File: src/design/fsk_bit_correlator_detector_unit_assert.svh
// assertion macros for the fsk correlator detector
// used by the top level; expects clk_i and rst_ni in scope
`ifndef FSK_BIT_CORRELATOR_DETECTOR_UNIT_ASSERT_SVH
`define FSK_BIT_CORRELATOR_DETECTOR_UNIT_ASSERT_SVH

// consequent must hold in the same cycle as the antecedent
`define FSKCD_ASSERT_NOW(label, ante, cons) \
  label: assert property (@(posedge clk_i) disable iff (!rst_ni) (ante) |-> (cons)) \
    else $error("fskcd: same-cycle check failed");

// consequent must hold in the cycle after the antecedent
`define FSKCD_ASSERT_NEXT(label, ante, cons) \
  label: assert property (@(posedge clk_i) disable iff (!rst_ni) (ante) |=> (cons)) \
    else $error("fskcd: next-cycle check failed");

`endif

File: src/design/fskcd_pkg.sv
// shared types, constants and tap roms for the fsk correlator detector
// no dependencies
package fskcd_pkg;

  // fixed field widths
  localparam int SAMPLE_BITS  = 16;
  localparam int OFFSET_BITS  = 4;
  localparam int TAP_BITS     = 16;
  localparam int TAP_IDX_W    = 5;
  localparam int TAP_ROM_SIZE = 5;
  localparam int PROD_BITS    = SAMPLE_BITS + TAP_BITS;
  localparam int ACC_BITS     = 36;
  localparam int TRUNC_SHIFT  = 4;
  localparam int SQ_IN_BITS   = 32;
  localparam int ENERGY_BITS  = 2 * SQ_IN_BITS;
  localparam int QUEUE_DEPTH  = 2;

  // defaults for the top level parameters
  localparam int DEF_BIT_PERIOD   = 9;
  localparam int DEF_SKIP_SAMPLES = 2;
  localparam int DEF_USED_SAMPLES = 5;

  // one correlation sample handed from front to back
  typedef struct packed {
    logic signed [SAMPLE_BITS-1:0] sr;
    logic signed [SAMPLE_BITS-1:0] si;
    logic [TAP_IDX_W-1:0]          tap;
    logic                          last;
  } fskcd_entry_t;

  // queue status seen by front and back
  typedef struct packed {
    logic full;
    logic empty;
  } fskcd_qstat_t;

  // cos(2*pi*85*i/900) in q1.14, zero beyond the rom
  function automatic logic signed [TAP_BITS-1:0] tap_cos(input logic [TAP_IDX_W-1:0] idx);
    logic signed [TAP_BITS-1:0] v;
    case (idx)
      5'd0:    v = 16'sd16384;
      5'd1:    v = 16'sd13583;
      5'd2:    v = 16'sd6138;
      5'd3:    v = -16'sd3406;
      5'd4:    v = -16'sd11786;
      default: v = '0;
    endcase
    return v;
  endfunction

  // sin(2*pi*85*i/900) in q1.14, zero beyond the rom
  function automatic logic signed [TAP_BITS-1:0] tap_sin(input logic [TAP_IDX_W-1:0] idx);
    logic signed [TAP_BITS-1:0] v;
    case (idx)
      5'd0:    v = 16'sd0;
      5'd1:    v = 16'sd9162;
      5'd2:    v = 16'sd15191;
      5'd3:    v = 16'sd16026;
      5'd4:    v = 16'sd11381;
      default: v = '0;
    endcase
    return v;
  endfunction

endpackage

File: src/design/fskcd_front.sv
// front end: takes items, tracks sample phase and bit sync, picks the
// samples to correlate; depends on fskcd_pkg
module fskcd_front import fskcd_pkg::*; #(
  parameter int BIT_PERIOD   = DEF_BIT_PERIOD,
  parameter int SKIP_SAMPLES = DEF_SKIP_SAMPLES,
  parameter int USED_SAMPLES = DEF_USED_SAMPLES
) (
  input  logic                          clk_i,
  input  logic                          rst_ni,
  input  logic                          in_valid_i,
  output logic                          in_stall_o,
  input  logic                          opcode_i,
  input  logic signed [SAMPLE_BITS-1:0] sample_real_i,
  input  logic signed [SAMPLE_BITS-1:0] sample_imag_i,
  input  logic [OFFSET_BITS-1:0]        sync_offset_i,
  input  fskcd_qstat_t                  q_stat_i,
  output logic                          push_o,
  output fskcd_entry_t                  entry_o
);

  localparam int PH_W  = $clog2(BIT_PERIOD);
  localparam int CMP_W = (PH_W > OFFSET_BITS) ? PH_W : OFFSET_BITS;
  localparam int SK_W  = (SKIP_SAMPLES > 0) ? $clog2(SKIP_SAMPLES + 1) : 1;
  localparam int TAP_W = (USED_SAMPLES > 1) ? $clog2(USED_SAMPLES) : 1;

  localparam logic [1:0] MODE_IDLE = 2'd0;
  localparam logic [1:0] MODE_WAIT = 2'd1;
  localparam logic [1:0] MODE_SKIP = 2'd2;
  localparam logic [1:0] MODE_RECV = 2'd3;

  logic [PH_W-1:0]        phase_q, phase_d, phase_nx;
  logic [1:0]             mode_q, mode_d;
  logic [OFFSET_BITS-1:0] active_q, active_d, pending_q, pending_d;
  logic [SK_W-1:0]        skip_q, skip_d;
  logic [TAP_W-1:0]       tap_q, tap_d;
  logic                   accept;
  logic                   is_last;

  assign in_stall_o = q_stat_i.full;
  assign accept     = in_valid_i && !in_stall_o;
  assign is_last    = (tap_q == TAP_W'(USED_SAMPLES - 1));

  // phase advances modulo the bit period
  assign phase_nx = (phase_q == PH_W'(BIT_PERIOD - 1)) ? '0 : phase_q + 1'b1;

  // sample entry for the back end
  assign entry_o.sr   = sample_real_i;
  assign entry_o.si   = sample_imag_i;
  assign entry_o.tap  = TAP_IDX_W'(tap_q);
  assign entry_o.last = is_last;

  // sync and classification
  always_comb begin
    logic [1:0]      m;
    logic [SK_W-1:0] sk;
    m         = mode_q;
    sk        = skip_q;
    phase_d   = phase_q;
    mode_d    = mode_q;
    active_d  = active_q;
    pending_d = pending_q;
    skip_d    = skip_q;
    tap_d     = tap_q;
    push_o    = 1'b0;
    if (accept) begin
      if (opcode_i) begin
        if (mode_q == MODE_IDLE) begin
          mode_d   = MODE_WAIT;
          active_d = sync_offset_i;
        end
        pending_d = sync_offset_i;
      end else begin
        phase_d = phase_nx;
        if (mode_q != MODE_IDLE) begin
          if (m == MODE_WAIT && CMP_W'(phase_nx) == CMP_W'(active_q)) begin
            m  = MODE_SKIP;
            sk = '0;
          end
          mode_d = m;
          skip_d = sk;
          case (m)
            MODE_SKIP: begin
              if (sk >= SK_W'(SKIP_SAMPLES)) begin
                mode_d = MODE_RECV;
                tap_d  = '0;
              end else begin
                skip_d = sk + 1'b1;
              end
            end
            MODE_RECV: begin
              push_o = 1'b1;
              if (is_last) begin
                mode_d   = MODE_WAIT;
                active_d = pending_q;
              end else begin
                tap_d = tap_q + 1'b1;
              end
            end
            default: ;
          endcase
        end
      end
    end
  end

  // control state
  always_ff @(posedge clk_i or negedge rst_ni) begin
    if (!rst_ni) begin
      phase_q   <= '0;
      mode_q    <= MODE_IDLE;
      active_q  <= '0;
      pending_q <= '0;
      skip_q    <= '0;
      tap_q     <= '0;
    end else begin
      phase_q   <= phase_d;
      mode_q    <= mode_d;
      active_q  <= active_d;
      pending_q <= pending_d;
      skip_q    <= skip_d;
      tap_q     <= tap_d;
    end
  end

endmodule

File: src/design/fskcd_queue.sv
// two-entry item queue between front and back ends
// depends on fskcd_pkg
module fskcd_queue import fskcd_pkg::*; (
  input  logic         clk_i,
  input  logic         rst_ni,
  input  logic         push_i,
  input  fskcd_entry_t entry_i,
  input  logic         pop_i,
  output fskcd_entry_t entry_o,
  output fskcd_qstat_t stat_o
);

  localparam int PTR_W = (QUEUE_DEPTH > 1) ? $clog2(QUEUE_DEPTH) : 1;
  localparam int CNT_W = $clog2(QUEUE_DEPTH + 1);

  fskcd_entry_t     mem_q [QUEUE_DEPTH];
  logic [PTR_W-1:0] wr_q, rd_q;
  logic [CNT_W-1:0] cnt_q;

  assign stat_o.full  = (cnt_q == CNT_W'(QUEUE_DEPTH));
  assign stat_o.empty = (cnt_q == '0);
  assign entry_o      = mem_q[rd_q];

  // storage
  always_ff @(posedge clk_i) begin
    if (push_i) begin
      mem_q[wr_q] <= entry_i;
    end
  end

  // pointers and fill level
  always_ff @(posedge clk_i or negedge rst_ni) begin
    if (!rst_ni) begin
      wr_q  <= '0;
      rd_q  <= '0;
      cnt_q <= '0;
    end else begin
      if (push_i) begin
        wr_q <= (wr_q == PTR_W'(QUEUE_DEPTH - 1)) ? '0 : wr_q + 1'b1;
      end
      if (pop_i) begin
        rd_q <= (rd_q == PTR_W'(QUEUE_DEPTH - 1)) ? '0 : rd_q + 1'b1;
      end
      if (push_i && !pop_i) begin
        cnt_q <= cnt_q + 1'b1;
      end else if (pop_i && !push_i) begin
        cnt_q <= cnt_q - 1'b1;
      end
    end
  end

endmodule

File: src/design/fskcd_back.sv
// back end: one multiplier for the tone mixes, a squarer for the energy squares and
// the decision register; depends on fskcd_pkg
module fskcd_back import fskcd_pkg::*; (
  input  logic         clk_i,
  input  logic         rst_ni,
  input  fskcd_qstat_t q_stat_i,
  input  fskcd_entry_t entry_i,
  output logic         pop_o,
  output logic         out_valid_o,
  input  logic         out_stall_i,
  output logic         bit_is_b_o
);

  localparam logic [2:0] ST_IDLE  = 3'd0;
  localparam logic [2:0] ST_MUL   = 3'd1;
  localparam logic [2:0] ST_DRAIN = 3'd2;
  localparam logic [2:0] ST_SQ    = 3'd3;
  localparam logic [2:0] ST_FIN   = 3'd4;
  localparam logic [2:0] ST_EMIT  = 3'd5;

  logic [2:0] state_q, state_d;
  logic [1:0] step_q, step_d;

  // current sample
  logic signed [SAMPLE_BITS-1:0] sr_q, si_q;
  logic [TAP_IDX_W-1:0]          tap_q;
  logic                          last_q;

  // product and square pipeline registers
  logic signed [PROD_BITS-1:0] p_q, p_d;
  logic [1:0]                  pstep_q;
  logic                        pv_q, pv_d;
  logic [ENERGY_BITS-1:0]      sq_q, sq_d;
  logic [1:0]                  sqstep_q;
  logic                        sv_q, sv_d;

  // accumulators and energies
  logic signed [ACC_BITS-1:0] bre_q, bim_q, yre_q, yim_q;
  logic signed [ACC_BITS-1:0] bre_d, bim_d, yre_d, yim_d;
  logic [ENERGY_BITS-1:0]     eb_q, ey_q, eb_d, ey_d;

  logic                          out_valid_q, out_bit_q, out_load;
  logic                          clear;
  logic signed [SAMPLE_BITS-1:0] mul_a;
  logic signed [TAP_BITS-1:0]    mul_t;
  logic signed [ACC_BITS-1:0]    p_ext, sq_sel;
  logic signed [SQ_IN_BITS-1:0]  trunc;
  logic [SQ_IN_BITS-1:0]         mag;

  assign out_valid_o = out_valid_q;
  assign bit_is_b_o  = out_bit_q;
  assign pop_o       = (state_q == ST_IDLE) && !q_stat_i.empty;
  assign clear       = pop_o && (entry_i.tap == '0);

  // operand select: sr*c, si*s, sr*s, si*c
  assign mul_a = step_q[0] ? si_q : sr_q;
  assign mul_t = (step_q == 2'd0 || step_q == 2'd3) ? tap_cos(tap_q) : tap_sin(tap_q);
  assign p_d   = PROD_BITS'(mul_a * mul_t);
  assign pv_d  = (state_q == ST_MUL);
  assign p_ext = ACC_BITS'(p_q);

  // truncated magnitude for the energy square
  always_comb begin
    case (step_q)
      2'd0:    sq_sel = bre_q;
      2'd1:    sq_sel = bim_q;
      2'd2:    sq_sel = yre_q;
      default: sq_sel = yim_q;
    endcase
  end
  assign trunc = sq_sel[ACC_BITS-1:TRUNC_SHIFT];
  assign mag   = trunc[SQ_IN_BITS-1] ? SQ_IN_BITS'(~trunc + 1'b1) : SQ_IN_BITS'(trunc);
  assign sq_d  = ENERGY_BITS'(mag) * ENERGY_BITS'(mag);
  assign sv_d  = (state_q == ST_SQ);

  // accumulate the previous product into the tone mixes
  always_comb begin
    bre_d = bre_q;
    bim_d = bim_q;
    yre_d = yre_q;
    yim_d = yim_q;
    if (pv_q) begin
      case (pstep_q)
        2'd0: begin
          yre_d = yre_q + p_ext;
          bre_d = bre_q + p_ext;
        end
        2'd1: begin
          yre_d = yre_q - p_ext;
          bre_d = bre_q + p_ext;
        end
        2'd2: begin
          yim_d = yim_q + p_ext;
          bim_d = bim_q - p_ext;
        end
        default: begin
          yim_d = yim_q + p_ext;
          bim_d = bim_q + p_ext;
        end
      endcase
    end
    if (clear) begin
      bre_d = '0;
      bim_d = '0;
      yre_d = '0;
      yim_d = '0;
    end
  end

  // sum the squares into the two energies
  always_comb begin
    eb_d = eb_q;
    ey_d = ey_q;
    if (state_q == ST_DRAIN) begin
      eb_d = '0;
      ey_d = '0;
    end else if (sv_q) begin
      if (sqstep_q[1]) begin
        ey_d = ey_q + sq_q;
      end else begin
        eb_d = eb_q + sq_q;
      end
    end
  end

  // sequencer
  always_comb begin
    state_d  = state_q;
    step_d   = step_q;
    out_load = 1'b0;
    case (state_q)
      ST_IDLE: begin
        if (pop_o) begin
          state_d = ST_MUL;
          step_d  = '0;
        end
      end
      ST_MUL: begin
        step_d = step_q + 1'b1;
        if (step_q == 2'd3) begin
          state_d = last_q ? ST_DRAIN : ST_IDLE;
        end
      end
      ST_DRAIN: begin
        state_d = ST_SQ;
        step_d  = '0;
      end
      ST_SQ: begin
        step_d = step_q + 1'b1;
        if (step_q == 2'd3) begin
          state_d = ST_FIN;
        end
      end
      ST_FIN: begin
        state_d = ST_EMIT;
      end
      ST_EMIT: begin
        if (!out_valid_q || !out_stall_i) begin
          out_load = 1'b1;
          state_d  = ST_IDLE;
        end
      end
      default: begin
        state_d = ST_IDLE;
      end
    endcase
  end

  // control registers
  always_ff @(posedge clk_i or negedge rst_ni) begin
    if (!rst_ni) begin
      state_q     <= ST_IDLE;
      step_q      <= '0;
      pv_q        <= 1'b0;
      sv_q        <= 1'b0;
      out_valid_q <= 1'b0;
    end else begin
      state_q <= state_d;
      step_q  <= step_d;
      pv_q    <= pv_d;
      sv_q    <= sv_d;
      if (out_load) begin
        out_valid_q <= 1'b1;
      end else if (!out_stall_i) begin
        out_valid_q <= 1'b0;
      end
    end
  end

  // datapath registers
  always_ff @(posedge clk_i) begin
    if (pop_o) begin
      sr_q   <= entry_i.sr;
      si_q   <= entry_i.si;
      tap_q  <= entry_i.tap;
      last_q <= entry_i.last;
    end
    p_q      <= p_d;
    pstep_q  <= step_q;
    sq_q     <= sq_d;
    sqstep_q <= step_q;
    bre_q    <= bre_d;
    bim_q    <= bim_d;
    yre_q    <= yre_d;
    yim_q    <= yim_d;
    eb_q     <= eb_d;
    ey_q     <= ey_d;
    if (out_load) begin
      out_bit_q <= (eb_q > ey_q);
    end
  end

endmodule

File: src/design/fsk_bit_correlator_detector_unit.sv
// Noncoherent FSK bit detector. Items carry either a complex baseband sample
// (opcode 0) or a bit-sync offset (opcode 1). The front end takes one item per
// cycle whenever its two-entry queue has room; each correlation sample is then
// loaded in the back end and put through four products on a single 16x16
// multiplier, and a bit decision adds four 32x32 energy squares on one
// squarer, the final sum and the compare. At the default parameters one bit
// spans 9 samples. Decisions wait in an output register; in_stall_o rises only
// when the queue is full. Ties between the two tone energies decide Y
// (bit_is_b_o low).
// top level; depends on fskcd_pkg, fskcd_front, fskcd_queue, fskcd_back
module fsk_bit_correlator_detector_unit import fskcd_pkg::*; #(
  parameter int BIT_PERIOD   = DEF_BIT_PERIOD,
  parameter int SKIP_SAMPLES = DEF_SKIP_SAMPLES,
  parameter int USED_SAMPLES = DEF_USED_SAMPLES
) (
  input  logic                          clk_i,
  input  logic                          rst_ni,
  input  logic                          in_valid_i,
  output logic                          in_stall_o,
  input  logic                          opcode_i,
  input  logic signed [SAMPLE_BITS-1:0] sample_real_i,
  input  logic signed [SAMPLE_BITS-1:0] sample_imag_i,
  input  logic [OFFSET_BITS-1:0]        sync_offset_i,
  output logic                          out_valid_o,
  input  logic                          out_stall_i,
  output logic                          bit_is_b_o
);

  fskcd_qstat_t q_stat;
  fskcd_entry_t fr_entry, q_entry;
  logic         fr_push, bk_pop;

  // item classification and bit sync
  fskcd_front #(
    .BIT_PERIOD  (BIT_PERIOD),
    .SKIP_SAMPLES(SKIP_SAMPLES),
    .USED_SAMPLES(USED_SAMPLES)
  ) u_front (
    .clk_i        (clk_i),
    .rst_ni       (rst_ni),
    .in_valid_i   (in_valid_i),
    .in_stall_o   (in_stall_o),
    .opcode_i     (opcode_i),
    .sample_real_i(sample_real_i),
    .sample_imag_i(sample_imag_i),
    .sync_offset_i(sync_offset_i),
    .q_stat_i     (q_stat),
    .push_o       (fr_push),
    .entry_o      (fr_entry)
  );

  // decoupling queue
  fskcd_queue u_queue (
    .clk_i  (clk_i),
    .rst_ni (rst_ni),
    .push_i (fr_push),
    .entry_i(fr_entry),
    .pop_i  (bk_pop),
    .entry_o(q_entry),
    .stat_o (q_stat)
  );

  // correlation and decision
  fskcd_back u_back (
    .clk_i      (clk_i),
    .rst_ni     (rst_ni),
    .q_stat_i   (q_stat),
    .entry_i    (q_entry),
    .pop_o      (bk_pop),
    .out_valid_o(out_valid_o),
    .out_stall_i(out_stall_i),
    .bit_is_b_o (bit_is_b_o)
  );

  // checks on the queue hand-off
  `include "fsk_bit_correlator_detector_unit_assert.svh"

  `FSKCD_ASSERT_NOW(a_push_has_room, fr_push, !q_stat.full)
  `FSKCD_ASSERT_NOW(a_pop_has_item, bk_pop, !q_stat.empty)
  `FSKCD_ASSERT_NEXT(a_full_holds_stall, q_stat.full && !bk_pop, in_stall_o)

endmodule
File: config.mk
export PLATFORM = sky130hd
export DESIGN_NAME = fsk_bit_correlator_detector_unit
export DESIGN_NICKNAME = d
export VERILOG_FILES = /design/src/design/fskcd_pkg.sv /design/src/design/fskcd_front.sv /design/src/design/fskcd_queue.sv /design/src/design/fskcd_back.sv /design/src/design/fsk_bit_correlator_detector_unit.sv
export VERILOG_INCLUDE_DIRS = /design/src /design/src/design
export SDC_FILE = /design/constraint.sdc
export NUM_CORES = 2
export LEC_CHECK = 0
export BUFFER_PORTS_ARGS = -buffer_cell sky130_fd_sc_hd__buf_4
export CAP_MARGIN = 20
export CORE_MARGIN = 2
export CORE_UTILIZATION = 52
export DETAILED_ROUTE_END_ITERATION = 8
export PLACE_DENSITY = 0.7
export SYNTH_ARGS = -nofsm -noshare
export SYNTH_HDL_FRONTEND = slang
export SYNTH_HIERARCHICAL = 1
export SYNTH_SLANG_ARGS = --single-unit
File: constraint.sdc
create_clock -name clk_i -period 20.6 [get_ports clk_i]
set_input_delay 4.12 -clock clk_i [delete_from_list [all_inputs] [get_ports clk_i]]
set_output_delay 4.12 -clock clk_i [all_outputs]
set_load 0.02 [all_outputs]
==> qor_table.md <==
| Metric | Reported | Unit |
|:---|:---|:---|
| Outcome | finished clean | - |
| Maximum frequency from static timing analysis | 0.0772 | GHz |
| Effective utilization at floorplan | 52.5 | % |
| CTS HTree Levels | 3 | - |
| Number of resized instances in the post-cts repair step | 0 | - |
| Post-placement cell area | 0.0755 | sq mm |
| Critical Path Source Type | register | - |
| Final non-filler cell area | 0.0780 | sq mm |
| Total of buffers placed on input and output ports | 43 | - |
| Share of the cycle needed by the critical path after routing | 62.9 | % |
| Die Y-Extent | 380 | um |
| Die ar. | 0.144 | sq mm |
| Relative slew slack | 28.4 | % |
| DRT Pass-1 Iters | 9 | - |
| Synth warnings | 6 | - |
| DRC Markers | 0 | - |
| Skew final | 54.3 | ps |
| Number of max-slew violations in the final report | 0 | - |
| First-pass GRT wire length | 329000 | um |
| Top flip-flop cell by instance count after synthesis | sky130_fd_sc_hd__dfxtp_1 | - |
| CTS Buffer Depth | 3 | - |
| Placed wire-length estimate after detailed placement | 162000 | um |
| Clk slew on worst S/H paths | 60 | ps |
| Average wire length per cell after detail routing | 20.2 | um |
| Antenna violations before repair | 6 | - |
| Maximum number of pins on one net before global-route repair | 110 | - |
| Max-cap violation count | 0 | - |
| Critical setup path kind | register to register | - |
| Arr. time, crit path | 13530 | ps |
| Worst path required time | 21180 | ps |
| Hold/Removal Path Class | register to register | - |
| Post-CTS Setup Bufs | 0 | - |
| Register bit count reported by yosys | 515 | - |
| Global-route congestion overflow total | 0 | - |
| Clock latency on the worst-skew pair | 700 | ps |
| Post-layout nets | 10100 | - |
| TritonCTS Buffers | 67 | - |
| Part of the Yosys area used for sequential elements | 15.8 | % |
| Library cells used by synthesis | 121 | - |
| RSZ-0062 raised after global routing | no | - |
| # setup viols final | 0 | - |
| Worst hold slack | 459 | ps |
| Die Wd | 380 | um |
| Via total after detailed routing | 59100 | - |
| Endpoints failing hold | 0 | - |
| Detailed-route wire length | 207000 | um |
| Area of the mapped netlist | 0.0735 | sq mm |
| Final weighted congestion of routability-driven global placement | 0.990 | - |
| Placeable core region | 0.140 | sq mm |
| Async S/R FF share, synth | 6.02 | % |
| Vias per cell | 5.77 | - |
| Aggregate negative setup slack | 0 | ps |
| Number of global-route vias before repair | 60900 | - |
| Critical path peak fanout | 55 | - |
| Diodes inserted | 0 | - |
| Slew at the pin closest to its max-slew limit | 1060 | ps |
| Cell row count | 137 | - |
| CTS tree | done | - |
| Cell with the most instances on the worst path | sky130_fd_sc_hd__fa_1 | - |
| Layout cell share with drive strength beyond 1 | 5.39 | % |
| CP Capture Type | register | - |
| Gr usage total | 28.8 | % |
| Slowest stage delay, CP | 980 | ps |
| Clock tree root driver cell | sky130_fd_sc_hd__clkbuf_16 | - |
| Crit path buf inv count | 6 | - |
| Number of routed nets with antenna violations | 0 | - |
| Post-layout minimum cycle time | 12960 | ps |
| Hold-fix buffers, CTS | 0 | - |
| Post-synthesis area per instance | 8.72 | sq um |
| Filler cells | 12500 | - |
| Number of ports placed on the die boundary | 44 | - |
| Number of enable flip-flop cells after synthesis | 115 | - |
| Cell count after synthesis | 8426 | - |
| Sinks on Clock Net | 515 | - |
| Synth-to-Final Area Change | 6.14 | % |
| Gate family responsible for the most delay along the worst path | adder cells | - |
| Drt first-iter violations | 5119 | - |
| Library cell contributing the largest single delay on the critical path | sky130_fd_sc_hd__dfrtp_2 | - |
[placed cells by master, fill, tap and decap left out, types with 128 or more instances in the layout]
cell type,n
sky130_fd_sc_hd__ha_1,707
sky130_fd_sc_hd__a21oi_1,620
sky130_fd_sc_hd__buf_4,128
sky130_fd_sc_hd__xnor2_1,276
sky130_fd_sc_hd__a21o_1,224
sky130_fd_sc_hd__o21ai_0,226
sky130_fd_sc_hd__fa_1,1061
sky130_fd_sc_hd__inv_1,1366
sky130_fd_sc_hd__nor2_1,671
sky130_fd_sc_hd__xor2_1,136
sky130_fd_sc_hd__nand2_1,995
sky130_fd_sc_hd__nand3_1,129
sky130_fd_sc_hd__dfxtp_1,369
[Yosys cell counts (47+ instances only)]
cell type / n / area share [%]
sky130_fd_sc_hd__nand4_1: 71 / 0.60
sky130_fd_sc_hd__a21o_1: 224 / 2.3
sky130_fd_sc_hd__a211oi_1: 57 / 0.58
sky130_fd_sc_hd__o21bai_1: 65 / 0.66
sky130_fd_sc_hd__fa_1: 1061 / 29
sky130_fd_sc_hd__edfxtp_1: 115 / 4.7
sky130_fd_sc_hd__a21oi_1: 620 / 4.2
sky130_fd_sc_hd__nor3_1: 73 / 0.50
sky130_fd_sc_hd__o21ai_0: 227 / 1.5
sky130_fd_sc_hd__inv_1: 1367 / 7.0
sky130_fd_sc_hd__nand2_1: 997 / 5.1
sky130_fd_sc_hd__inv_2: 47 / 0.24
sky130_fd_sc_hd__nand2b_1: 66 / 0.56
sky130_fd_sc_hd__clkbuf_1: 232 / 1.2
sky130_fd_sc_hd__xnor2_1: 280 / 3.3
sky130_fd_sc_hd__a31oi_1: 49 / 0.42
sky130_fd_sc_hd__dfxtp_1: 369 / 10
sky130_fd_sc_hd__nand3_1: 129 / 0.88
sky130_fd_sc_hd__nor2_1: 671 / 3.4
sky130_fd_sc_hd__mux2_2: 53 / 0.81
sky130_fd_sc_hd__ha_1: 707 / 12
sky130_fd_sc_hd__nor2b_1: 61 / 0.52
sky130_fd_sc_hd__xor2_1: 142 / 1.7
[path summary, 6_finish.rpt]
check                                       from                   end  slack (ps)  cells past startpoint
worst min register to register   u_back/yim_q[0]       u_back/yim_q[0]         460                      2
worst max register to register  u_back/step_q[0]       u_back/sq_q[60]        7640                     38
worst max-delay path            u_back/step_q[0]       u_back/sq_q[60]        7640                     38
min in group asynchronous                 rst_ni  u_front/pending_q[0]        3350                      1
max in group asynchronous                 rst_ni          u_queue/rd_q       16880                      1
worst min-delay path             u_back/yim_q[0]       u_back/yim_q[0]         460                      2
[sequential cells by signal, indices dropped and copies added (netlist names), 3 cells and up]
| register | count |
|---|---|
| u_front/phase_q | 4 |
| u_back/yre_q | 36 |
| u_back/sq_q | 63 |
| u_back/bre_q | 36 |
| u_queue/mem_q | 76 |
| u_back/ey_q | 64 |
| u_front/tap_q | 3 |
| u_back/sr_q | 16 |
| u_front/pending_q | 4 |
| u_back/tap_q | 5 |
| u_back/state_q | 3 |
| u_front/active_q | 4 |
| u_back/si_q | 16 |
| u_back/yim_q | 36 |
| u_back/bim_q | 36 |
| u_back/p_q | 32 |
| u_back/eb_q | 64 |
[per-stage QoR]
step | setup WS (ps) | utilization (%) | std cells
finish | 7640 | 55.7 | 10200
global route | 7150 | 55.7 | 10200
CTS | 7900 | 55.7 | 10200
detailed placement | 7910 | 54.0 | 10100
global placement | 8110 | 54.0 | 10100
floorplan | 8980 | - | 8451
[per-layer routing]
metal | vias to the layer above | GRT usage (%) | share of wire (%) | wire [um]
met3 | 655 | 5.66 | 8.7 | 18000
met2 | 2470 | 46.8 | 46 | 94700
li1 | 27100 | - | - | -
met5 | - | 0 | 0.0063 | 13
met4 | 2 | 13.2 | 5.5 | 11300
met1 | 28900 | 37.0 | 40 | 83200
[cell type report]
class / instances / area [sq um] / area share [%]
clock buffer: 80 / 1800 / 2.30
clock inverter: 42 / 604 / 0.775
inverter: 1418 / 5320 / 6.83
multi-input combinational: 6181 / 55300 / 70.9
sequential: 515 / 11600 / 14.9
tap: 1876 / 2350 / 3.01
timing repair buffer: 130 / 1000 / 1.28
[logic make-up (layout without fill, tap and decap cells)]
logic type      count (synthesis)  count (layout)  share of synthesized area, %
buf+inv                      1755            1670                          9.28
mux                           104             104                          1.58
fa+ha+maj                    1768            1768                          41.0
flops                         515             515                          15.8
xor+xnor                      428             428                          5.18
compound gates               1550            1550                          13.3
simple gates                 2303            2303                          13.9
other cells                     3              28                        0.0153
[worst register-to-register path: cells and delay by family (launching register included)]
kind | cells | cell delay (ps)
fa+ha+maj | 11 | 5190
compound gates | 8 | 2100
simple gates | 9 | 1750
buf+inv | 6 | 1140
xor+xnor | 3 | 1080
flops | 1 | 980
mux | 1 | 620
Power is not shown: default switching activity piles up to over one toggle a cycle in this logic, so the estimate is an artifact.
